[src/rtl/svmks_pkg.sv]
// Shared types, constants and the exp table builder for the SVM kernel similarity block.
package svmks_pkg;

  localparam int ELEM_W     = 16;
  localparam int PROD_W     = 2 * ELEM_W;
  localparam int MAG_W      = ELEM_W;
  localparam int ACC_W      = 48;
  localparam int OUT_W      = 48;
  localparam int PF         = 2 * (ELEM_W - 4);
  localparam int ISIG_W     = 24;
  localparam int MODE_W     = 2;
  localparam int CFG_IDX_W  = 2;
  localparam int EXP_DEPTH  = 256;
  localparam int EXP_IDX_W  = 8;
  localparam int EXP_W      = 33;
  localparam int MUL_W      = 33;
  localparam int TM_W       = 25;

  localparam logic [MODE_W-1:0] MODE_LINEAR = 2'd0;
  localparam logic [MODE_W-1:0] MODE_TANH   = 2'd1;
  localparam logic [MODE_W-1:0] MODE_GAUSS  = 2'd2;

  localparam logic [CFG_IDX_W-1:0] REG_KERNEL_MODE = 2'd0;
  localparam logic [CFG_IDX_W-1:0] REG_INV_SIGMA   = 2'd1;

  localparam logic [MODE_W-1:0] KERNEL_MODE_RST = MODE_GAUSS;
  localparam logic [ISIG_W-1:0] INV_SIGMA_RST   = 24'd65536;

  localparam logic signed [ACC_W-1:0] TANH_KNEE = 48'sd32217623;
  localparam logic [OUT_W-1:0]        TANH_SAT  = 48'd16108812;
  localparam logic [MUL_W-1:0]        C_TANH    = 33'd1118294684;
  localparam logic [MUL_W-1:0]        C_LOG2E   = 33'd6196328019;
  localparam logic [63:0]             C_LN2     = 64'd2977044472;

  typedef struct packed {
    logic signed [ACC_W-1:0] dot;
    logic [ACC_W-1:0]        dist_sq;
    logic [MODE_W-1:0]       mode;
    logic [ISIG_W-1:0]       isig;
  } q_entry_t;

  typedef struct packed {
    logic full;
    logic empty;
  } q_stat_t;

  typedef logic [EXP_W-1:0] exp_rom_t [EXP_DEPTH];

  function automatic exp_rom_t build_exp_rom();
    exp_rom_t    rom;
    logic [63:0] x;
    logic [63:0] term;
    logic [63:0] pos;
    logic [63:0] neg;
    for (int i = 0; i < EXP_DEPTH; i++) begin
      x    = (64'(i) * C_LN2) / EXP_DEPTH;
      term = 64'd1 << 32;
      pos  = term;
      neg  = 64'd0;
      for (int n = 1; n <= 24; n++) begin
        term = ((term * x) >> 32) / 64'(n);
        if (n[0]) begin
          neg = neg + term;
        end else begin
          pos = pos + term;
        end
      end
      rom[i] = EXP_W'(pos - neg);
    end
    return rom;
  endfunction

endpackage

[src/rtl/svmks_front.sv]
// Front end: element pair products and saturating dot and distance accumulation.
module svmks_front (
  input  logic                                  clk,
  input  logic                                  rst_n,
  input  logic                                  in_valid,
  output logic                                  in_stall,
  input  logic signed [svmks_pkg::ELEM_W-1:0]   in_x_elem,
  input  logic signed [svmks_pkg::ELEM_W-1:0]   in_y_elem,
  input  logic                                  in_last,
  input  logic [svmks_pkg::MODE_W-1:0]          kernel_mode,
  input  logic [svmks_pkg::ISIG_W-1:0]          inv_sigma,
  input  svmks_pkg::q_stat_t                    q_stat,
  output logic                                  q_push,
  output svmks_pkg::q_entry_t                   q_wdata
);

  localparam int ACC_W  = svmks_pkg::ACC_W;
  localparam int PROD_W = svmks_pkg::PROD_W;
  localparam int ELEM_W = svmks_pkg::ELEM_W;
  localparam int MAG_W  = svmks_pkg::MAG_W;

  logic                     s1_valid_r;
  logic                     s1_last_r;
  logic signed [PROD_W-1:0] p_r, p_nxt;
  logic [PROD_W-1:0]        sq_r, sq_nxt;
  logic signed [ACC_W-1:0]  dot_r, dot_nxt;
  logic [ACC_W-1:0]         dist_r, dist_nxt;

  logic signed [ELEM_W:0]   diff;
  logic [MAG_W-1:0]         mag;
  logic                     hold;
  logic                     advance;
  logic [ACC_W:0]           dsum;
  logic [ACC_W:0]           usum;

  assign hold     = s1_valid_r & s1_last_r & q_stat.full;
  assign in_stall = hold;
  assign advance  = s1_valid_r & ~hold;

  assign diff  = $signed({in_x_elem[ELEM_W-1], in_x_elem}) -
                 $signed({in_y_elem[ELEM_W-1], in_y_elem});
  assign mag   = diff[ELEM_W] ? MAG_W'(-diff) : MAG_W'(diff);
  assign p_nxt = in_x_elem * in_y_elem;
  assign sq_nxt = mag * mag;

  assign dsum = {dot_r[ACC_W-1], dot_r} + {{(ACC_W + 1 - PROD_W){p_r[PROD_W-1]}}, p_r};
  assign usum = {1'b0, dist_r} + (ACC_W + 1)'(sq_r);

  always_comb begin
    if (dsum[ACC_W] != dsum[ACC_W-1]) begin
      dot_nxt = dsum[ACC_W] ? {1'b1, {(ACC_W - 1){1'b0}}} : {1'b0, {(ACC_W - 1){1'b1}}};
    end else begin
      dot_nxt = dsum[ACC_W-1:0];
    end
    dist_nxt = usum[ACC_W] ? {ACC_W{1'b1}} : usum[ACC_W-1:0];
  end

  assign q_push          = advance & s1_last_r;
  assign q_wdata.dot     = dot_nxt;
  assign q_wdata.dist_sq = dist_nxt;
  assign q_wdata.mode    = kernel_mode;
  assign q_wdata.isig    = inv_sigma;

  always_ff @(posedge clk) begin
    if (!rst_n) begin
      s1_valid_r <= 1'b0;
      dot_r      <= '0;
      dist_r     <= '0;
    end else begin
      if (!hold) begin
        s1_valid_r <= in_valid;
      end
      if (advance) begin
        dot_r  <= s1_last_r ? '0 : dot_nxt;
        dist_r <= s1_last_r ? '0 : dist_nxt;
      end
    end
    if (!hold) begin
      s1_last_r <= in_last;
      p_r       <= p_nxt;
      sq_r      <= sq_nxt;
    end
  end

endmodule

[config.mk]
export PLATFORM = sky130hd
export DESIGN_NAME = svmks_front
export DESIGN_NICKNAME = d
export VERILOG_FILES = /design/src/rtl/svmks_pkg.sv /design/src/rtl/svmks_front.sv
export SDC_FILE = /design/constraint.sdc
export NUM_CORES = 2
export LEC_CHECK = 0
export BUFFER_PORTS_ARGS = -buffer_cell sky130_fd_sc_hd__buf_4
export CORE_MARGIN = 2
export CORE_UTILIZATION = 60
export DETAILED_ROUTE_END_ITERATION = 8
export GPL_TIMING_DRIVEN = 0
export PLACE_DENSITY = 0.9
export RECOVER_POWER = 100
export SETUP_SLACK_MARGIN = 0.15
export SYNTH_ARGS = -nofsm -noshare
export SYNTH_HDL_FRONTEND = slang
export SYNTH_SLANG_ARGS = --single-unit
[constraint.sdc]
create_clock -name clk -period 12.25 [get_ports clk]
set_input_delay 1.225 -clock clk [delete_from_list [all_inputs] [get_ports clk]]
set_output_delay 1.225 -clock clk [all_outputs]
set_load 0.02 [all_outputs]
* Word level (Yosys, flattened, before mapping)
Cells that the tools add are included.
Cells by class: $add $sub $neg 4, multipliers 2, equality and inequality tests 1, muxes and demuxes 6, bitwise gates (word level) 5
Operators by type and width (count):
- 2-to-1 mux 48 bit | 5
- adder 48 x 32 -> 49 bit | 2
- multiplier 16 x 16 -> 32 bit | 2
- subtractor 16 x 16 -> 17 bit | 1
- 2-to-1 mux 16 bit | 1
- negation 16 bit | 1
- AND 1 bit | 4
- != test 1 bit | 1
- inverter 1 bit | 1
Storage, ports and cells: register bits after elaboration 162, logic and storage cells 24

* Longest topological paths before layout
depth in word-level cells 5, mapped depth 42, gate-level depth less buffers 39

* Worst setup path after synthesis
OpenSTA, ideal clock, no wires.
path kind input-to-reg, start point input in_x_elem[0] in the netlist's numbering, end point register sq_r[31] (data pin), data arrival time 9.590 ns, data required time 11.981 ns, setup slack 2.391 ns, stages 36, path buffers 1, path through inv_1 -> buf_1 -> ha_1 -> fa_1 -> nand2b_1 -> a21oi_1 -> o21ai_0 -> nor2b_1 -> xnor2_1 -> nor3_2 -> and4_1 -> nand3b_1 -> o31ai_1 -> xor2_1 -> clkinv_1 -> nand2_1 -> fa_1 -> inv_1 -> fa_1 -> fa_1 -> fa_1 -> fa_1 -> inv_1 -> fa_1 -> inv_1 -> ha_1 -> and3_1 -> a31oi_1 -> nand2_1 -> a31oi_1 -> o31ai_1 -> o21ai_0 -> nand2b_1 -> a21boi_0 -> o21ai_0 -> xor3_1
On the way: cells in the longest elaborated chain, start to end 4
Ends and longest elaborated chain:
- from (decl) | line svmks_front.sv:7 | input logic signed [svmks_pkg::ELEM_W-1:0] in_x_elem,
- subtractor 16 x 16 -> 17 bit (*) | line svmks_front.sv:40 | assign diff = $signed({in_x_elem[ELEM_W-1], in_x_elem}) -
- negation 16 bit | line svmks_front.sv:42 | assign mag = diff[ELEM_W] ? MAG_W'(-diff) : MAG_W'(diff);
- 2-to-1 mux 16 bit (*) | line svmks_front.sv:42
- multiplier 16 x 16 -> 32 bit (*) | line svmks_front.sv:44 | assign sq_nxt = mag * mag;
- via sq_nxt[31] | line svmks_front.sv:25 | logic [PROD_W-1:0] sq_r, sq_nxt;
- to (signal assigned) | line svmks_front.sv:81 | sq_r <= sq_nxt;
- to (decl) | line svmks_front.sv:25
Mark *: on every way through the listed nets, which the timed path passes. The rest lies on a longest branch. A chain may end at the register's enable or synchronous reset.

* Final worst setup path
start point input in_y_elem[2] in the netlist's numbering, end point register sq_r[31] (data pin)
On the way: cells in the longest elaborated chain, start to end 4
Ends and longest elaborated chain:
- from (decl) | line svmks_front.sv:8 | input logic signed [svmks_pkg::ELEM_W-1:0] in_y_elem,
- subtractor 16 x 16 -> 17 bit (*) | line svmks_front.sv:40
- negation 16 bit | line svmks_front.sv:42
- 2-to-1 mux 16 bit (*) | line svmks_front.sv:42
- multiplier 16 x 16 -> 32 bit (*) | line svmks_front.sv:44
- via sq_nxt[31] | line svmks_front.sv:25
Marks and branches as above.

==> results.toml <==
[status]
violations = "max-capacitance violations, max-slew violations"
status = "complete, but fails checks"

[logic_synthesis]
synth_edf_count = 64
synth_cell_types = 79
synth.cell_area_mm2 = 0.0281
avgSynthCellArea_um2 = 8.77
synth_flop_cell = "dfxtp_1"
synth_seq_area_share = 0.138
syn-num-nets = 3982
ys_ff_latch = 161
async_flop_share = 0
yosysWarnings = 0
synth_cells = 3201

[placement]
hpwl_um = 60100
io_buffers = 160
gp_congestion = 0.993
place_inst = 3968

[final_layout]
n_fill_cell = 3684
layout.nets = 4161
layout-drive-gt1-share = 0.0360
final_common_cell = "inv_1"
multiInputGateArea_mm2 = 0.0213
final_cell_mix = "inv_1 (583), fa_1 (427), nand2_1 (360)"
diodes = 0
area_growth_pct = 7.14
layoutNonFillerInstCount = 4000
seq_area_mm2 = 0.00386

[clocking]
h-tree-depth = 4
cts-hold-fix-buffers = 0
cts_root_buf = "clkbuf_16"
cts_resized = 0
tritoncts = "built"
cts_buffers = 17
clk_pin_slew_ps = 60
clkLatencyLatePin_ps = 450
postCtsSetupBuffers = 0
cts.sinks = 161
cts_buffer_depth = 2

[drt]
drt_iter0_markers = 2430
wl_um = 74200
vias_per_cell = 5.85
wl_per_cell_um = 18.6
via_count = 23380
route.detailed.drc = 0
drtAntennaViolNets = 0
firstDrtPassIters = 8

[setup_path]
critPathArrivalTime_ps = 11750
cp_slowest_cell = "xor2_1"
r2r-start = "sq_r[0]"
cpMostUsedCell = "fa_1"
r2r_cells = 15
cp_max_fo = 10
crit_path_start = "in_y_elem[2]"
cp-end-kind = "flop"
slowest_delay_ps = 660
worstSetupEndpoint = "sq_r[31]"
crit_type = "input port to flop"
reg2reg_to = "dist_r[4]"
crit_path_start_kind = "input port"
r2r_setup_slack_ps = 6160
crit_required_ps = 12430

[sta]
max_freq_mhz = 86.4
maxSlewHeadroom = -1.04
tightest_slew_ps = 3050
rsz0062_at_grt = "no"
finalMaxSlewViolations = 66
hold_slack_ps = 465
min_period_ps = 11570
period_share = 0.944
finClkSkew_ps = 11.4
setup_viol = 0
hold_viol_final = 0
tns_ps = 0

[grt]
overflow = 0
grt_max_degree = 66
grt_pass1_wl_um = 120000
grt_pass1_vias = 23839
gr-usage-all-layers = 0.315
antenna_found_initial = 0

[die]
die-width_um = 220
initial_core_util = 0.605
pin_count = 188
die_h_um = 220
std_cell_rows = 79
dieArea_mm2 = 0.0485
coreArea_mm2 = 0.0464

[hold_path]
min_path_type = "flop to flop"
hold_path_depth = 2

[run]
drv_cap = 1
-- registers in the layout (all words and copies together), names as in the netlist --
| register | flops |
|---|---|
| dist_r | 48 |
| p_r | 32 |
| s1_valid_r | 1 |
| dot_r | 48 |
| s1_last_r | 1 |
| sq_r | 31 |
-- per-layer routing --
layer / wire [µm] / GRT usage
met5: 0 / 0
met4: 3480 / 0.144
met3: 7440 / 0.0661
met2: 33700 / 0.507
met1: 29700 / 0.409
-- synth_stat cells (14+ instances only) --
| cell | count | area share |
|---|---|---|
| o21ai_0 | 127 | 0.023 |
| a21oi_1 | 130 | 0.023 |
| nor2_1 | 251 | 0.034 |
| inv_1 | 583 | 0.078 |
| o21bai_1 | 20 | 0.0053 |
| ha_1 | 290 | 0.13 |
| xnor2_1 | 112 | 0.035 |
| edfxtp_1 | 64 | 0.068 |
| and3_1 | 19 | 0.0042 |
| nand2b_1 | 38 | 0.0085 |
| o21a_1 | 34 | 0.0091 |
| nor2b_1 | 21 | 0.0047 |
| and2_1 | 83 | 0.018 |
| buf_4 | 29 | 0.0078 |
| nor3_1 | 23 | 0.0041 |
| nand2_1 | 360 | 0.048 |
| a31oi_1 | 18 | 0.0040 |
| clkbuf_1 | 71 | 0.0095 |
| fa_1 | 427 | 0.30 |
| a22o_1 | 42 | 0.013 |
| dfxtp_1 | 97 | 0.069 |
| a21o_1 | 82 | 0.022 |
| nand3_1 | 35 | 0.0062 |
| o211ai_1 | 14 | 0.0037 |
| xor2_1 | 60 | 0.019 |
| buf_2 | 17 | 0.0030 |
-- cells by family after synthesis --
| logic type | synth area share |
|---|---|
| mux | 0.00187 |
| compound gates | 0.132 |
| flops | 0.138 |
| buf+inv | 0.0995 |
| simple gates | 0.139 |
| xor+xnor | 0.0555 |
| fa+ha+maj | 0.434 |
-- final cells by class --
| class | count | area share |
|---|---|---|
| inverter | 591 | 0.0738 |
| timing repair buffer | 160 | 0.0250 |
| sequential | 161 | 0.128 |
| buffer | 118 | 0.0181 |
| multi-input combinational | 2331 | 0.710 |
| clock buffer | 18 | 0.0143 |
| tap | 607 | 0.0253 |
| clock inverter | 14 | 0.00520 |
-- stage by stage --
step | instance area (µm²) | util | setup WS (ps)
after floorplan | 28100 | - | 2390
after CTS | 30600 | 0.661 | 973
after global placement | 30000 | 0.648 | 672
after global routing | 30100 | 0.649 | 128
after detailed placement | 30000 | 0.648 | 507
final | 30100 | 0.649 | 681
-- worst min-delay path by stage --
stage,from,to
after floorplan,dot_r[0],dot_r[0]
after global placement,dot_r[24],dot_r[24]
after detailed placement,dot_r[8],dot_r[8]
after CTS,dot_r[34],dot_r[34]
after global routing,dot_r[34],dot_r[34]
final,dot_r[37],dot_r[37]
-- critical path: cells and delay by family --
kind | cells | cell delay (ps)
AO/OA/AOI/OAI | 11 | 2400
buffers and inverters | 6 | 2040
multiplexers | 1 | 260
adder cells (fa/ha/maj) | 8 | 3810
AND/OR/NAND/NOR | 7 | 1060
XOR/XNOR | 2 | 930
Power is not shown: default switching activity piles up to over one toggle a cycle in this logic, so the estimate is an artifact.
