`config.mk`:
```
export PLATFORM = sky130hd
export DESIGN_NAME = svmks_queue
export DESIGN_NICKNAME = d
export VERILOG_FILES = /design/src/rtl/svmks_pkg.sv /design/src/rtl/svmks_queue.sv
export SDC_FILE = /design/constraint.sdc
export NUM_CORES = 1
export LEC_CHECK = 0
export ABC_AREA = 0
export BUFFER_PORTS_ARGS = -buffer_cell sky130_fd_sc_hd__buf_2
export CORE_MARGIN = 3
export CORE_UTILIZATION = 50
export DETAILED_ROUTE_END_ITERATION = 7
export PLACE_DENSITY = 0.87
export SYNTH_ARGS = -nofsm -noshare
export SYNTH_HDL_FRONTEND = slang
export SYNTH_SLANG_ARGS = --single-unit
```
`constraint.sdc`:
```
create_clock -name clk -period 16.5 [get_ports clk]
set_input_delay 4.125 -clock clk [delete_from_list [all_inputs] [get_ports clk]]
set_output_delay 4.125 -clock clk [all_outputs]
set_load 0.03 [all_outputs]
```
`src/rtl/svmks_pkg.sv`:
```
// Shared types, constants and the exp table builder for the SVM kernel similarity block.
package svmks_pkg;

  localparam int ELEM_W     = 16;
  localparam int PROD_W     = 2 * ELEM_W;
  localparam int MAG_W      = ELEM_W;
  localparam int ACC_W      = 48;
  localparam int OUT_W      = 48;
  localparam int PF         = 2 * (ELEM_W - 4);
  localparam int ISIG_W     = 24;
  localparam int MODE_W     = 2;
  localparam int CFG_IDX_W  = 2;
  localparam int EXP_DEPTH  = 256;
  localparam int EXP_IDX_W  = 8;
  localparam int EXP_W      = 33;
  localparam int MUL_W      = 33;
  localparam int TM_W       = 25;

  localparam logic [MODE_W-1:0] MODE_LINEAR = 2'd0;
  localparam logic [MODE_W-1:0] MODE_TANH   = 2'd1;
  localparam logic [MODE_W-1:0] MODE_GAUSS  = 2'd2;

  localparam logic [CFG_IDX_W-1:0] REG_KERNEL_MODE = 2'd0;
  localparam logic [CFG_IDX_W-1:0] REG_INV_SIGMA   = 2'd1;

  localparam logic [MODE_W-1:0] KERNEL_MODE_RST = MODE_GAUSS;
  localparam logic [ISIG_W-1:0] INV_SIGMA_RST   = 24'd65536;

  localparam logic signed [ACC_W-1:0] TANH_KNEE = 48'sd32217623;
  localparam logic [OUT_W-1:0]        TANH_SAT  = 48'd16108812;
  localparam logic [MUL_W-1:0]        C_TANH    = 33'd1118294684;
  localparam logic [MUL_W-1:0]        C_LOG2E   = 33'd6196328019;
  localparam logic [63:0]             C_LN2     = 64'd2977044472;

  typedef struct packed {
    logic signed [ACC_W-1:0] dot;
    logic [ACC_W-1:0]        dist_sq;
    logic [MODE_W-1:0]       mode;
    logic [ISIG_W-1:0]       isig;
  } q_entry_t;

  typedef struct packed {
    logic full;
    logic empty;
  } q_stat_t;

  typedef logic [EXP_W-1:0] exp_rom_t [EXP_DEPTH];

  function automatic exp_rom_t build_exp_rom();
    exp_rom_t    rom;
    logic [63:0] x;
    logic [63:0] term;
    logic [63:0] pos;
    logic [63:0] neg;
    for (int i = 0; i < EXP_DEPTH; i++) begin
      x    = (64'(i) * C_LN2) / EXP_DEPTH;
      term = 64'd1 << 32;
      pos  = term;
      neg  = 64'd0;
      for (int n = 1; n <= 24; n++) begin
        term = ((term * x) >> 32) / 64'(n);
        if (n[0]) begin
          neg = neg + term;
        end else begin
          pos = pos + term;
        end
      end
      rom[i] = EXP_W'(pos - neg);
    end
    return rom;
  endfunction

endpackage

```
`src/rtl/svmks_queue.sv`:
```
// Request queue between the accumulating front and the kernel evaluation back end.
module svmks_queue #(
  parameter int DEPTH = 2
) (
  input  logic                 clk,
  input  logic                 rst_n,
  input  logic                 push,
  input  svmks_pkg::q_entry_t  wdata,
  input  logic                 pop,
  output svmks_pkg::q_entry_t  rdata,
  output svmks_pkg::q_stat_t   stat
);

  localparam int PTR_W = (DEPTH > 1) ? $clog2(DEPTH) : 1;
  localparam int CNT_W = $clog2(DEPTH + 1);

  svmks_pkg::q_entry_t mem_r [DEPTH];
  logic [PTR_W-1:0]    wr_ptr_r, wr_ptr_nxt;
  logic [PTR_W-1:0]    rd_ptr_r, rd_ptr_nxt;
  logic [CNT_W-1:0]    count_r, count_nxt;

  assign wr_ptr_nxt = (wr_ptr_r == PTR_W'(DEPTH - 1)) ? '0 : wr_ptr_r + 1'b1;
  assign rd_ptr_nxt = (rd_ptr_r == PTR_W'(DEPTH - 1)) ? '0 : rd_ptr_r + 1'b1;

  always_comb begin
    case ({push, pop})
      2'b10:   count_nxt = count_r + 1'b1;
      2'b01:   count_nxt = count_r - 1'b1;
      default: count_nxt = count_r;
    endcase
  end

  assign rdata      = mem_r[rd_ptr_r];
  assign stat.full  = (count_r == CNT_W'(DEPTH));
  assign stat.empty = (count_r == '0);

  always_ff @(posedge clk) begin
    if (!rst_n) begin
      wr_ptr_r <= '0;
      rd_ptr_r <= '0;
      count_r  <= '0;
    end else begin
      if (push) begin
        wr_ptr_r <= wr_ptr_nxt;
      end
      if (pop) begin
        rd_ptr_r <= rd_ptr_nxt;
      end
      count_r <= count_nxt;
    end
    if (push) begin
      mem_r[wr_ptr_r] <= wdata;
    end
  end

endmodule

```
## Word level (Yosys, flattened, before mapping)

Memory sizes are Yosys's and may differ from the RTL's. A register that Yosys moved wholly into a read port is not among the register bits.
Cells that the tools add are included.

| storage, ports and cells | value |
|---|---|
| logic and storage cells | 20 |
| input bits | 126 |
| output and inout bits | 124 |
| memories | 1 |
| bits in writable memories | 244 |
| flip-flop bits (word level) | 4 |

Memories:

| name | words | bits a word | read ports | clocked after memory_dff | wr ports | line | text |
|---|---|---|---|---|---|---|---|
| mem_r | 2 | 122 | 1 | 1 | 1 | svmks_queue.sv:17 | `svmks_pkg::q_entry_t mem_r [DEPTH];` |

| operators by class | value |
|---|---|
| reduce and logical (&&, ||, !) cells | 2 |
| muxes and demuxes | 7 |
| add/subtract/negate cells | 4 |
| equality and inequality tests | 3 |

Operators with widths:

| kind | count |
|---|---|
| 1-bit 2-to-1 mux | 6 |
| 2-bit equality test (second input constant) | 2 |
| 2-bit one-hot mux with 2 select lines | 1 |
| 1-bit adder (second input constant) | 2 |
| 2-bit by 1-bit adder with 2-bit output (second input constant) | 1 |
| 2-bit by 1-bit equality test with 1-bit output (second input constant) | 1 |
| 2-bit zero test | 1 |
| 2-bit nonzero test | 1 |
| 2-bit by 1-bit subtractor with 2-bit output (second input constant) | 1 |

## Logic depth before layout (Yosys ltp)

Gate-level depths: netlist (run 1).

| depth | value |
|---|---|
| depth after elaboration | 4 |
| mapped depth | 5 |
| depth with buffers taken out | 5 |

## Worst setup path before layout (run 1)

Ideal clock, no wire load.

| timing | value |
|---|---|
| path kind | input to register |
| start point | input port push |
| end point | memory mem_r[0][0] in the netlist's numbering (enable) |
| required time | 15.891 ns |
| stages on the path | 2 |
| setup slack | 6.567 ns |
| arrival time | 9.324 ns |
| setup time | 0.609 ns |
| buffers on the path | 0 |
| cell sequence | inv_1 -> nor2_1 |

| between the ends | value |
|---|---|
| cells in the longest elaborated chain, start to end | 2 |

RTL lines:

| element | line | text |
|---|---|---|
| start, declared | svmks_queue.sv:7 | `input logic push,` |
| 1-bit 2-to-1 mux | svmks_queue.sv:51 | `if (push) begin` |
| 1-bit 2-to-1 mux (implied by the code) | svmks_queue.sv:52 | `mem_r[wr_ptr_r] <= wdata;` |
| end, declared | svmks_queue.sv:17 |  |

Every way passes these cells.

==> flow_results.xml, run 1 <==
<?xml version="1.0" encoding="UTF-8"?>
<metrics>
  <group name="worst_setup_path">
    <metric name="worst-path-max-fanout" unit="">64</metric>
    <metric name="critPathSlowestCell" unit="">sky130_fd_sc_hd__dfxtp_4</metric>
    <metric name="worstPathBufferInverterCount" unit="">2</metric>
    <metric name="worstPathCellList" unit="">buf_4 &gt; mux2_2 &gt; buf_2</metric>
    <metric name="critical_path_class" unit="">reg -&gt; out</metric>
    <metric name="critPathArrivalTime" unit="ns">2.82</metric>
    <metric name="crit_path_end_kind" unit="">primary output</metric>
    <metric name="setup.worst_path.start_class" unit="">flip-flop</metric>
    <metric name="critPathMaxStageDelay" unit="ns">0.83</metric>
    <metric name="path_delay_family" unit="">buffers and inverters</metric>
    <metric name="critPathRequiredTime" unit="ns">12.38</metric>
  </group>
  <group name="global_route">
    <metric name="grt_start_max_net_pins" unit="">92</metric>
    <metric name="globalRouteTotalUtil" unit="%">16.2</metric>
    <metric name="grt_remaining_overflow" unit="">0</metric>
    <metric name="vias_in_the_first_global_route" unit="">5014</metric>
    <metric name="grt_pass1_wl" unit="µm">25800</metric>
    <metric name="grt_antenna_before_repair" unit="">1</metric>
  </group>
  <group name="logic_synthesis">
    <metric name="synth_area_per_cell" unit="µm²">22.6</metric>
    <metric name="synthDistinctLibCells" unit="">18</metric>
    <metric name="synth_sequential_area_ratio" unit="%">81.8</metric>
    <metric name="synth-seq-cells" unit="">249</metric>
    <metric name="synthesis.instances" unit="">402</metric>
    <metric name="ys.warnings.count" unit="">0</metric>
    <metric name="syn-cell-area" unit="µm²">9080</metric>
    <metric name="mappedNetlistNets" unit="">529</metric>
  </group>
  <group name="floorplanning">
    <metric name="core" unit="µm²">17500</metric>
    <metric name="floorplan.die.width" unit="µm">141</metric>
    <metric name="placement_rows" unit="">48</metric>
    <metric name="die-height" unit="µm">141</metric>
    <metric name="die_outline_area" unit="µm²">19800</metric>
    <metric name="io-pin-count" unit="">250</metric>
    <metric name="initial_cell_density_of_the_core" unit="%">51.8</metric>
  </group>
  <group name="sta">
    <metric name="fin_skew" unit="ns">0.0157</metric>
    <metric name="finalCriticalPeriod" unit="ns">6.94</metric>
    <metric name="timing.slew.headroom" unit="%">17.7</metric>
    <metric name="fin_setup_tns" unit="ns">0</metric>
    <metric name="clock.fmax" unit="MHz">144</metric>
    <metric name="final_count_of_hold_timing_violations" unit="">0</metric>
    <metric name="final_max_slew_viol_count" unit="">0</metric>
    <metric name="unrepaired_setup_endpoints_after_global_routing" unit="">false</metric>
    <metric name="final_min_period_over_clock_period" unit="%">42.1</metric>
    <metric name="tightestPinTransition" unit="ns">1.23</metric>
    <metric name="finalSetupViolations" unit="">0</metric>
  </group>
  <group name="pwr">
    <metric name="power.leakage" unit="nW">4.23</metric>
    <metric name="vdd_ir_drop_max" unit="V">0.000103</metric>
    <metric name="p_per_area" unit="nW/µm²">126</metric>
  </group>
  <group name="finish">
    <metric name="flow.area_growth_from_synthesis" unit="%">23.8</metric>
    <metric name="antenna_cells_inserted" unit="">0</metric>
    <metric name="most_common_cell_after_layout_fill_and_taps_aside" unit="">sky130_fd_sc_hd__buf_2</metric>
    <metric name="post_layout_nonfiller_instances" unit="">908</metric>
    <metric name="drive_above_1_share" unit="%">60.2</metric>
    <metric name="layout.cells.most_common_list" unit="">sky130_fd_sc_hd__buf_2, sky130_fd_sc_hd__edfxtp_1, sky130_fd_sc_hd__mux2_2</metric>
    <metric name="nNetsFinal" unit="">794</metric>
  </group>
  <group name="detailed_routing">
    <metric name="drt_iter0_drc" unit="">230</metric>
    <metric name="detail_route.drc_violations" unit="">0</metric>
    <metric name="via_per_inst" unit="">5.06</metric>
    <metric name="drtPass1Iterations" unit="">4</metric>
    <metric name="detailroute.via_count" unit="">4596</metric>
    <metric name="detail_routed_net_length_per_standard_cell" unit="µm">18.6</metric>
    <metric name="routed_wirelength" unit="µm">16900</metric>
    <metric name="final_antenna_net_count" unit="">0</metric>
  </group>
  <group name="cts">
    <metric name="cts_tree" unit="">built</metric>
    <metric name="ctsLongestPathBuffers" unit="">3</metric>
    <metric name="cts_repair_resize_count" unit="">0</metric>
    <metric name="clkLatencyLatePin" unit="ns">0.50</metric>
    <metric name="cts_root_buffer" unit="">sky130_fd_sc_hd__clkbuf_16</metric>
    <metric name="cts_inserted_buffers" unit="">24</metric>
    <metric name="cts_setup_buffers" unit="">0</metric>
    <metric name="cts_num_sinks" unit="">249</metric>
    <metric name="post_cts_hold_buffer_count" unit="">0</metric>
    <metric name="clk_transition_reported_paths" unit="ns">0.06</metric>
    <metric name="cts-htree-levels" unit="">1</metric>
  </group>
  <group name="placed_design">
    <metric name="io_buffer_count" unit="">249</metric>
    <metric name="post-dp-hpwl" unit="µm">11300</metric>
    <metric name="placed_cells" unit="">866</metric>
    <metric name="gp_congestion" unit="">0.790</metric>
  </group>
  <group name="flow_run">
    <metric name="cap_violations" unit="">0</metric>
  </group>
  <group name="run_status">
    <metric name="status" unit="">completed</metric>
  </group>
  <group name="hold_path">
    <metric name="holdCritPathClass" unit="">reg -&gt; reg</metric>
  </group>
</metrics>
-- stage by stage --
stage | total power, mW | util, % | hold WS, ns | area (µm²) | setup WS [ns]
finish | 1.42 | 64.1 | 0.537 | 11200 | 9.56
global route | 1.47 | 64.1 | 0.588 | 11200 | 9.39
CTS | 1.44 | 64.1 | 0.540 | 11200 | 9.50
detailed placement | 0.943 | 60.0 | 0.513 | 10500 | 10.05
global placement | 0.936 | 60.0 | 0.476 | 10500 | 10.10
floorplan | 0.888 | - | 0.466 | 9080 | 6.57
-- cells in the mapped netlist --
cell | n | area share, %
sky130_fd_sc_hd__a21boi_1 | 1 | 0.083
sky130_fd_sc_hd__and2_1 | 4 | 0.28
sky130_fd_sc_hd__and2b_2 | 1 | 0.096
sky130_fd_sc_hd__buf_2 | 5 | 0.28
sky130_fd_sc_hd__buf_6 | 9 | 1.1
sky130_fd_sc_hd__dfxtp_1 | 5 | 1.1
sky130_fd_sc_hd__edfxtp_1 | 244 | 81
sky130_fd_sc_hd__ha_1 | 1 | 0.14
sky130_fd_sc_hd__inv_1 | 1 | 0.041
sky130_fd_sc_hd__mux2_2 | 112 | 14
sky130_fd_sc_hd__mux2_4 | 10 | 1.7
sky130_fd_sc_hd__nor2_1 | 2 | 0.083
sky130_fd_sc_hd__nor2b_1 | 1 | 0.069
sky130_fd_sc_hd__o21a_1 | 1 | 0.083
sky130_fd_sc_hd__o21ai_0 | 1 | 0.055
sky130_fd_sc_hd__or3_1 | 1 | 0.069
sky130_fd_sc_hd__xnor2_1 | 2 | 0.19
sky130_fd_sc_hd__xor2_1 | 1 | 0.096
-- area by class of cell --
| class | count | area (µm²) |
|---|---|---|
| Clock buffer | 35 | 683 |
| Clock inverter | 7 | 37.5 |
| Fill cell | 1191 | 6290 |
| Inverter | 1 | 3.75 |
| Multi-Input combinational cell | 138 | 1530 |
| Sequential cell | 249 | 7430 |
| Tap cell | 225 | 282 |
| Timing Repair Buffer | 253 | 1280 |
-- report_power, final --
group	switching (mW)	total, mW	internal (mW)
clock	0.209	0.495	0.286
sequential	0.0134	0.745	0.732
combinational	0.116	0.182	0.0669
total	0.338	1.42	1.08
-- tightest hold or removal path: stages (launching register included) --
cell and delay, ns:
sky130_fd_sc_hd__dfxtp_1 0.34, sky130_fd_sc_hd__o21ai_0 0.09, sky130_fd_sc_hd__a21boi_1 0.07
-- path summary, 6_finish.rpt --
path	end	cells after the start	slack, ns	start
max	rdata[51]	3	9.56	flip-flop
min	count_r[1]	2	0.54	count_r[1]
max reg2reg	mem_r[1][53]	2	14.17	wr_ptr_r
min reg2reg	count_r[1]	2	0.54	count_r[1]
-- metal layers --
metal / vias to the layer above / share of wire (%) / track usage (%)
met3: 33 / 8.2 / 4.48
li1: 2126 / - / -
met4: 2 / 1.9 / 4.39
met5: - / 0.042 / 0
met1: 2248 / 38 / 19.4
met2: 187 / 52 / 29.1
-- flip-flops by register name, indices dropped and copies added, names as in the netlist, named ones only --
name / count
mem_r: 244
count_r: 2
rd_ptr_r: 1
wr_ptr_r: 1
-- kinds of logic after synthesis --
kind of cell             Yosys count  share of synthesized area (%)
XOR/XNOR                           3                          0.289
multiplexers                     122                           15.5
AO/OA/AOI/OAI                      3                          0.220
flip-flops                       249                           81.8
AND/OR/NAND/NOR                    9                          0.593
adder cells (fa/ha/maj)            1                          0.138
buffers and inverters             15                           1.43
(Power assumes the default switching activity.)
==> run 2: changes to the inputs <==
Settings changed: ABC_AREA 0 to 1, CORE_UTILIZATION 50 to 47, PLACE_DENSITY 0.87 to 0.85.
Clock period 16.5 ns to 6.1 ns, I/O delays scaled along.
==> run 2 against run 1 <==
Compared with the run above: design area grew 3.9%; non-clock buffer count grew 1; core utilization shrank 3.1 points; synthesized area grew 3.1%; clock skew grew 0.0012 ns; worst setup slack lost 7.2 ns; clock power grew to 3.0 times the previous value; sequential power grew to 2.7 times the previous value; worst hold slack lost 0.033 ns.
==> flow_results.xml, run 2 <==
<?xml version="1.0" encoding="UTF-8"?>
<metrics>
  <group name="sta">
    <metric name="setup_slack" unit="ns">2.35</metric>
    <metric name="fin_setup_tns" unit="ns">0</metric>
    <metric name="final_count_of_hold_timing_violations" unit="">0</metric>
    <metric name="fin_hold_ws" unit="ns">0.503</metric>
    <metric name="final_max_slew_viol_count" unit="">0</metric>
    <metric name="unrepaired_setup_endpoints_after_global_routing" unit="">false</metric>
    <metric name="tightestPinTransition" unit="ns">1.01</metric>
    <metric name="finalSetupViolations" unit="">0</metric>
    <metric name="fin_skew" unit="ns">0.0169</metric>
    <metric name="final_min_period_over_clock_period" unit="%">61.5</metric>
    <metric name="finalCriticalPeriod" unit="ns">3.75</metric>
    <metric name="timing.slew.headroom" unit="%">32.9</metric>
    <metric name="clock.fmax" unit="MHz">267</metric>
  </group>
  <group name="detailed_routing">
    <metric name="final_antenna_net_count" unit="">0</metric>
    <metric name="dr_wl_met3" unit="µm">1380</metric>
    <metric name="routed_wirelength" unit="µm">17900</metric>
    <metric name="detail_routed_net_length_per_standard_cell" unit="µm">18.6</metric>
    <metric name="wl_met1" unit="µm">6820</metric>
    <metric name="drt_iter0_drc" unit="">241</metric>
    <metric name="drtPass1Iterations" unit="">4</metric>
    <metric name="detailroute.wirelength.met2" unit="µm">9390</metric>
    <metric name="via_per_inst" unit="">4.92</metric>
    <metric name="detailroute.via_count" unit="">4734</metric>
    <metric name="detail_route.drc_violations" unit="">0</metric>
    <metric name="routed.top_layer" unit="">met4</metric>
  </group>
  <group name="finish">
    <metric name="most_common_cell_after_layout_fill_and_taps_aside" unit="">sky130_fd_sc_hd__buf_2</metric>
    <metric name="final_design_area_no_fill" unit="µm²">11700</metric>
    <metric name="final_util" unit="%">61.1</metric>
    <metric name="top_regs" unit="">mem_r (244), count_r (2)</metric>
    <metric name="regMostFlops" unit="">mem_r</metric>
    <metric name="final.fill_count" unit="">1374</metric>
    <metric name="layout.cells.most_common_list" unit="">sky130_fd_sc_hd__buf_2, sky130_fd_sc_hd__edfxtp_1, sky130_fd_sc_hd__mux2_4</metric>
    <metric name="post_layout_nonfiller_instances" unit="">963</metric>
    <metric name="nNetsFinal" unit="">810</metric>
    <metric name="flow.area_growth_from_synthesis" unit="%">24.8</metric>
    <metric name="largest_reg_flops" unit="">244</metric>
    <metric name="drive_above_1_share" unit="%">58.7</metric>
  </group>
  <group name="floorplanning">
    <metric name="die-height" unit="µm">147</metric>
    <metric name="placement_rows" unit="">50</metric>
    <metric name="floorplan.die.width" unit="µm">147</metric>
    <metric name="io-pin-count" unit="">250</metric>
    <metric name="initial_cell_density_of_the_core" unit="%">48.9</metric>
    <metric name="die_outline_area" unit="µm²">21700</metric>
    <metric name="core" unit="µm²">19100</metric>
  </group>
  <group name="run_status">
    <metric name="status" unit="">completed</metric>
  </group>
  <group name="cts">
    <metric name="clk_transition_reported_paths" unit="ns">0.06</metric>
    <metric name="ctsLongestPathBuffers" unit="">3</metric>
    <metric name="cts_num_sinks" unit="">249</metric>
    <metric name="post_cts_hold_buffer_count" unit="">0</metric>
    <metric name="cts_setup_buffers" unit="">0</metric>
    <metric name="cts_tree" unit="">built</metric>
    <metric name="cts-htree-levels" unit="">1</metric>
    <metric name="cts_repair_resize_count" unit="">0</metric>
    <metric name="cts_inserted_buffers" unit="">26</metric>
    <metric name="clkLatencyLatePin" unit="ns">0.52</metric>
    <metric name="cts_root_buffer" unit="">sky130_fd_sc_hd__clkbuf_16</metric>
  </group>
  <group name="placed_design">
    <metric name="dpl_cell_area" unit="µm²">10900</metric>
    <metric name="io_buffer_count" unit="">249</metric>
    <metric name="placement_setup_slack" unit="ns">2.90</metric>
    <metric name="gp_congestion" unit="">0.708</metric>
    <metric name="placed_cells" unit="">915</metric>
    <metric name="post-dp-hpwl" unit="µm">12000</metric>
  </group>
  <group name="worst_setup_path">
    <metric name="critPathRequiredTime" unit="ns">4.58</metric>
    <metric name="crit_path_end_kind" unit="">primary output</metric>
    <metric name="critPathSlowestCell" unit="">sky130_fd_sc_hd__buf_12</metric>
    <metric name="worstPathCellList" unit="">buf_12 &gt; mux2_2 &gt; buf_2</metric>
    <metric name="critPathArrivalTime" unit="ns">2.22</metric>
    <metric name="critical_path_class" unit="">reg -&gt; out</metric>
    <metric name="setup.worst_path.start_class" unit="">flip-flop</metric>
    <metric name="critPathMaxStageDelay" unit="ns">0.45</metric>
    <metric name="path_delay_family" unit="">buffers and inverters</metric>
    <metric name="worstPathBufferInverterCount" unit="">2</metric>
    <metric name="worst-path-max-fanout" unit="">122</metric>
  </group>
  <group name="logic_synthesis">
    <metric name="yosys.area.top_type" unit="">sky130_fd_sc_hd__edfxtp_1</metric>
    <metric name="synth_async_sr_flop_share" unit="%">0</metric>
    <metric name="yosys-top-cells-area" unit="">sky130_fd_sc_hd__edfxtp_1, sky130_fd_sc_hd__mux2_4, sky130_fd_sc_hd__mux2_2, sky130_fd_sc_hd__buf_6, sky130_fd_sc_hd__dfxtp_1</metric>
    <metric name="synth_area_per_cell" unit="µm²">22.6</metric>
    <metric name="synth_enable_flop_cells" unit="">244</metric>
    <metric name="synthTopCellsByCount" unit="">sky130_fd_sc_hd__edfxtp_1, sky130_fd_sc_hd__mux2_4, sky130_fd_sc_hd__mux2_2</metric>
    <metric name="synthesis.instances" unit="">415</metric>
    <metric name="synthDistinctLibCells" unit="">14</metric>
    <metric name="synth_sequential_area_ratio" unit="%">79.3</metric>
    <metric name="mappedNetlistNets" unit="">542</metric>
    <metric name="ys.warnings.count" unit="">0</metric>
    <metric name="synth_most_common_cell" unit="">sky130_fd_sc_hd__edfxtp_1</metric>
    <metric name="syn-cell-area" unit="µm²">9360</metric>
    <metric name="synth_ff_type" unit="">sky130_fd_sc_hd__edfxtp_1</metric>
    <metric name="synth_top_area_share" unit="%">78.2</metric>
    <metric name="synth-seq-cells" unit="">249</metric>
  </group>
  <group name="global_route">
    <metric name="grt_remaining_overflow" unit="">0</metric>
    <metric name="grt_antenna_before_repair" unit="">1</metric>
    <metric name="grt_pass1_wl" unit="µm">27400</metric>
    <metric name="globalRouteTotalUtil" unit="%">16.0</metric>
    <metric name="grt_start_max_net_pins" unit="">123</metric>
    <metric name="vias_in_the_first_global_route" unit="">5026</metric>
  </group>
  <group name="pwr">
    <metric name="design_power_total" unit="mW">4.00</metric>
    <metric name="vdd_ir_drop_max" unit="V">0.000213</metric>
    <metric name="power.leakage" unit="nW">4.59</metric>
    <metric name="p_per_area" unit="nW/µm²">342</metric>
  </group>
  <group name="hold_path">
    <metric name="holdCritPathClass" unit="">reg -&gt; reg</metric>
  </group>
  <group name="flow_run">
    <metric name="cap_violations" unit="">0</metric>
  </group>
</metrics>
[run 2: cell count changes after synthesis, sizes merged]
cell | before | now
xor2 | 1 | 0
nor2b | 1 | 0
xnor2 | 2 | 0
inv | 1 | 6
nor2 | 2 | 12
a21boi | 1 | 0
nand4 | 0 | 1
o21a | 1 | 0
nand2 | 0 | 8
and2 | 4 | 0
a21oi | 0 | 1
and2b | 1 | 0
or3 | 1 | 0
[run 2: power by group]
part	leakage [nW]	total, mW	switching (mW)	internal (mW)
combinational	1.86	0.492	0.305	0.187
sequential	2.33	2.01	0.0247	1.98
clock	0.400	1.50	0.593	0.911
total	4.59	4.00	0.923	3.08
[run 2: layout make-up]
| cell class | instances | area [µm²] | share of cell area [%] |
|---|---|---|---|
| multi-input combinational | 146 | 1790 | 15.3 |
| antenna | 1 | 2.50 | 0.0214 |
| clock inverter | 12 | 140 | 1.20 |
| timing repair buffer | 254 | 1300 | 11.1 |
| inverter | 6 | 25.0 | 0.214 |
| tap | 260 | 325 | 2.78 |
| clock buffer | 35 | 684 | 5.85 |
| sequential | 249 | 7430 | 63.6 |
[run 2: worst paths after layout]
kind                                 from       endpoint  slack, ns  cells after the start
worst max-delay path            flip-flop     rdata[108]       2.35                      3
worst min-delay path             rd_ptr_r       rd_ptr_r       0.50                      2
worst max register to register   wr_ptr_r  mem_r[1][102]       4.17                      3
worst min register to register   rd_ptr_r       rd_ptr_r       0.50                      2
[run 2: cell families after synthesis]
group           after synthesis  synth area share (%)
flops                       249                  79.3
mux                         122                  17.9
buf+inv                      20                  1.70
compound gates                2                 0.107
fa+ha+maj                     1                 0.134
simple gates                 21                 0.869
[run 2: per-layer routing]
metal	up-vias	GRT usage, %
li1	2167	-
met1	2343	19.3
met2	199	28.8
met3	25	4.13
met4	0	4.10
met5	-	0
[run 2: worst min-delay path: cells and delay by family, from the launching register on]
kind	cells	cell delay (ns)
flops	1	0.33
simple gates	2	0.14
==> run 3: changes to the inputs <==
Settings changed: CORE_UTILIZATION 47 to 50, PLACE_DENSITY 0.85 to 0.86.
Clock period 6.1 ns to 3.6 ns, I/O delays scaled along.
==> run 3 against run 2 <==
Compared with the run above: design area is 0.33% lower; worst hold slack better by 0.024 ns; core utilization is 2.9 points higher; count of clock-buffer cells in the layout up 1; critical path type unchanged; critical endpoint is now rdata[105]; highest routed layer unchanged.
==> flow_results.xml, run 3 (same netlist as run 2, synthesis figures left out) <==
<?xml version="1.0" encoding="UTF-8"?>
<metrics>
  <group name="sta">
    <metric name="fin_setup_tns" unit="ns">0</metric>
    <metric name="fin_hold_ws" unit="ns">0.527</metric>
    <metric name="final_count_of_hold_timing_violations" unit="">0</metric>
    <metric name="final_max_slew_viol_count" unit="">0</metric>
    <metric name="fin_skew" unit="ns">0.0114</metric>
    <metric name="clock.fmax" unit="MHz">325</metric>
    <metric name="finalSetupViolations" unit="">0</metric>
    <metric name="unrepaired_setup_endpoints_after_global_routing" unit="">false</metric>
    <metric name="finalCriticalPeriod" unit="ns">3.08</metric>
    <metric name="tightestPinTransition" unit="ns">0.671</metric>
    <metric name="timing.slew.headroom" unit="%">55.2</metric>
    <metric name="final_min_period_over_clock_period" unit="%">85.5</metric>
  </group>
  <group name="cts">
    <metric name="clk_transition_reported_paths" unit="ns">0.06</metric>
    <metric name="clkLatencyLatePin" unit="ns">0.51</metric>
    <metric name="post_cts_hold_buffer_count" unit="">0</metric>
    <metric name="ctsLongestPathBuffers" unit="">3</metric>
    <metric name="cts_root_buffer" unit="">sky130_fd_sc_hd__clkbuf_16</metric>
    <metric name="cts_tree" unit="">built</metric>
    <metric name="cts_setup_buffers" unit="">0</metric>
    <metric name="cts_num_sinks" unit="">249</metric>
    <metric name="cts_repair_resize_count" unit="">0</metric>
    <metric name="cts_inserted_buffers" unit="">26</metric>
    <metric name="cts-htree-levels" unit="">1</metric>
  </group>
  <group name="worst_setup_path">
    <metric name="crit_path_end_kind" unit="">primary output</metric>
    <metric name="start_of_the_worst_register_to_register_path" unit="">wr_ptr_r</metric>
    <metric name="setup.reg_to_reg.worst_slack" unit="ns">1.79</metric>
    <metric name="worst-path-max-fanout" unit="">31</metric>
    <metric name="critical_path_class" unit="">reg -&gt; out</metric>
    <metric name="critPathRequiredTime" unit="ns">2.70</metric>
    <metric name="critPathArrivalTime" unit="ns">2.18</metric>
    <metric name="setup.worst_path.start_class" unit="">flip-flop</metric>
  </group>
  <group name="floorplanning">
    <metric name="floorplan.die.width" unit="µm">143</metric>
    <metric name="placement_rows" unit="">49</metric>
    <metric name="core" unit="µm²">18200</metric>
    <metric name="initial_cell_density_of_the_core" unit="%">51.4</metric>
    <metric name="die_outline_area" unit="µm²">20400</metric>
    <metric name="die-height" unit="µm">143</metric>
    <metric name="io-pin-count" unit="">250</metric>
  </group>
  <group name="pwr">
    <metric name="cell_internal_pwr" unit="mW">5.02</metric>
    <metric name="power_frac_seq" unit="%">51.8</metric>
    <metric name="switchingPower" unit="mW">1.57</metric>
    <metric name="power.leakage" unit="nW">4.58</metric>
    <metric name="vdd_ir_drop_max" unit="V">0.000422</metric>
    <metric name="p_clk_share" unit="%">35.6</metric>
    <metric name="power.combinational.fraction" unit="%">12.6</metric>
    <metric name="p_sw_share" unit="%">23.8</metric>
    <metric name="p_per_area" unit="nW/µm²">565</metric>
  </group>
  <group name="detailed_routing">
    <metric name="drt_iter0_drc" unit="">272</metric>
    <metric name="drtPass1Iterations" unit="">4</metric>
    <metric name="detail_route.drc_violations" unit="">0</metric>
    <metric name="detail_routed_net_length_per_standard_cell" unit="µm">19.0</metric>
    <metric name="via_per_inst" unit="">5.11</metric>
    <metric name="detailroute.via_count" unit="">4786</metric>
    <metric name="routed_wirelength" unit="µm">17800</metric>
    <metric name="final_antenna_net_count" unit="">0</metric>
  </group>
  <group name="run_status">
    <metric name="status" unit="">completed</metric>
  </group>
  <group name="finish">
    <metric name="layout.cells.most_common_list" unit="">sky130_fd_sc_hd__buf_2, sky130_fd_sc_hd__edfxtp_1, sky130_fd_sc_hd__mux2_4</metric>
    <metric name="most_common_cell_after_layout_fill_and_taps_aside" unit="">sky130_fd_sc_hd__buf_2</metric>
    <metric name="nNetsFinal" unit="">814</metric>
    <metric name="top_regs" unit="">mem_r (244), count_r (2)</metric>
    <metric name="final.fill_count" unit="">1204</metric>
    <metric name="flow.area_growth_from_synthesis" unit="%">24.4</metric>
    <metric name="drive_above_1_share" unit="%">58.9</metric>
    <metric name="largest_reg_flops" unit="">244</metric>
    <metric name="regMostFlops" unit="">mem_r</metric>
  </group>
  <group name="placed_design">
    <metric name="post-dp-hpwl" unit="µm">12400</metric>
    <metric name="io_buffer_count" unit="">249</metric>
    <metric name="gp_congestion" unit="">0.786</metric>
  </group>
  <group name="hold_path">
    <metric name="timing.hold.worst.start" unit="">rd_ptr_r</metric>
    <metric name="holdCritPathClass" unit="">reg -&gt; reg</metric>
  </group>
  <group name="global_route">
    <metric name="grt_antenna_before_repair" unit="">1</metric>
    <metric name="globalRouteTotalUtil" unit="%">16.4</metric>
    <metric name="grt_remaining_overflow" unit="">0</metric>
    <metric name="vias_in_the_first_global_route" unit="">4955</metric>
    <metric name="grt_pass1_wl" unit="µm">26100</metric>
    <metric name="grt_start_max_net_pins" unit="">87</metric>
  </group>
  <group name="flow_run">
    <metric name="cap_violations" unit="">0</metric>
  </group>
</metrics>
[run 3: cell types whose count changed in the layout (fill, tap and decap cells not counted), sizes merged]
cell      before  now
buf          254  258
bufinv         3    0
clkbuf        35   36
clkinvlp       0    2
[run 3: cell type report]
cell class | instances | area [µm²] | share of cell area, %
Inverter | 6 | 26.3 | 0.226
Clock buffer | 36 | 688 | 5.91
Clock inverter | 11 | 67.6 | 0.580
Antenna cell | 1 | 2.50 | 0.0215
Multi-Input combinational cell | 146 | 1790 | 15.3
Tap cell | 229 | 287 | 2.46
Sequential cell | 249 | 7430 | 63.8
Timing Repair Buffer | 258 | 1360 | 11.7
[run 3: routing by layer]
layer	vias up	wire length [µm]	GRT usage, %
li1	2174	-	-
met1	2305	6890	20.2
met2	266	8830	28.3
met3	41	1590	4.55
met4	0	463	4.85
met5	-	0	0
[run 3: worst max-delay path, cell delays in order (launching register included)]
cell	delay, ns
sky130_fd_sc_hd__dfxtp_4	0.69
sky130_fd_sc_hd__buf_4	0.41
sky130_fd_sc_hd__mux2_2	0.37
sky130_fd_sc_hd__buf_2	0.18
[run 3: final timing paths]
kind | endpoint | cells after the start
setup / recovery | rdata[105] | 3
hold / removal | rd_ptr_r | 2
setup reg to reg | mem_r[1][25] | 3
hold reg to reg | rd_ptr_r | 2
[run 3: power by group through the flow]
stage | Clock (mW) | Combinational (mW) | Sequential (mW)
floorplan | 0 | 0.591 | 3.45
global placement | 0 | 0.811 | 3.46
finish | 2.34 | 0.831 | 3.41
detailed placement | 0 | 0.834 | 3.47
global route | 2.53 | 0.878 | 3.42
CTS | 2.40 | 0.838 | 3.41
[run 3: per-stage QoR]
stage / util (%) / worst slack (ns) / cells / area, µm² / total power, mW
3_3_place_gp: 59.8 / 1.05 / 888 / 10900 / 4.27
3_5_place_dp: 59.8 / 1.04 / 888 / 10900 / 4.31
2_1_floorplan: - / 0.403 / 415 / 9380 / 4.04
6_report: 64.0 / 0.521 / 936 / 11700 / 6.58
5_1_grt: 64.0 / 0.406 / 936 / 11700 / 6.83
4_1_cts: 64.0 / 0.474 / 935 / 11600 / 6.65
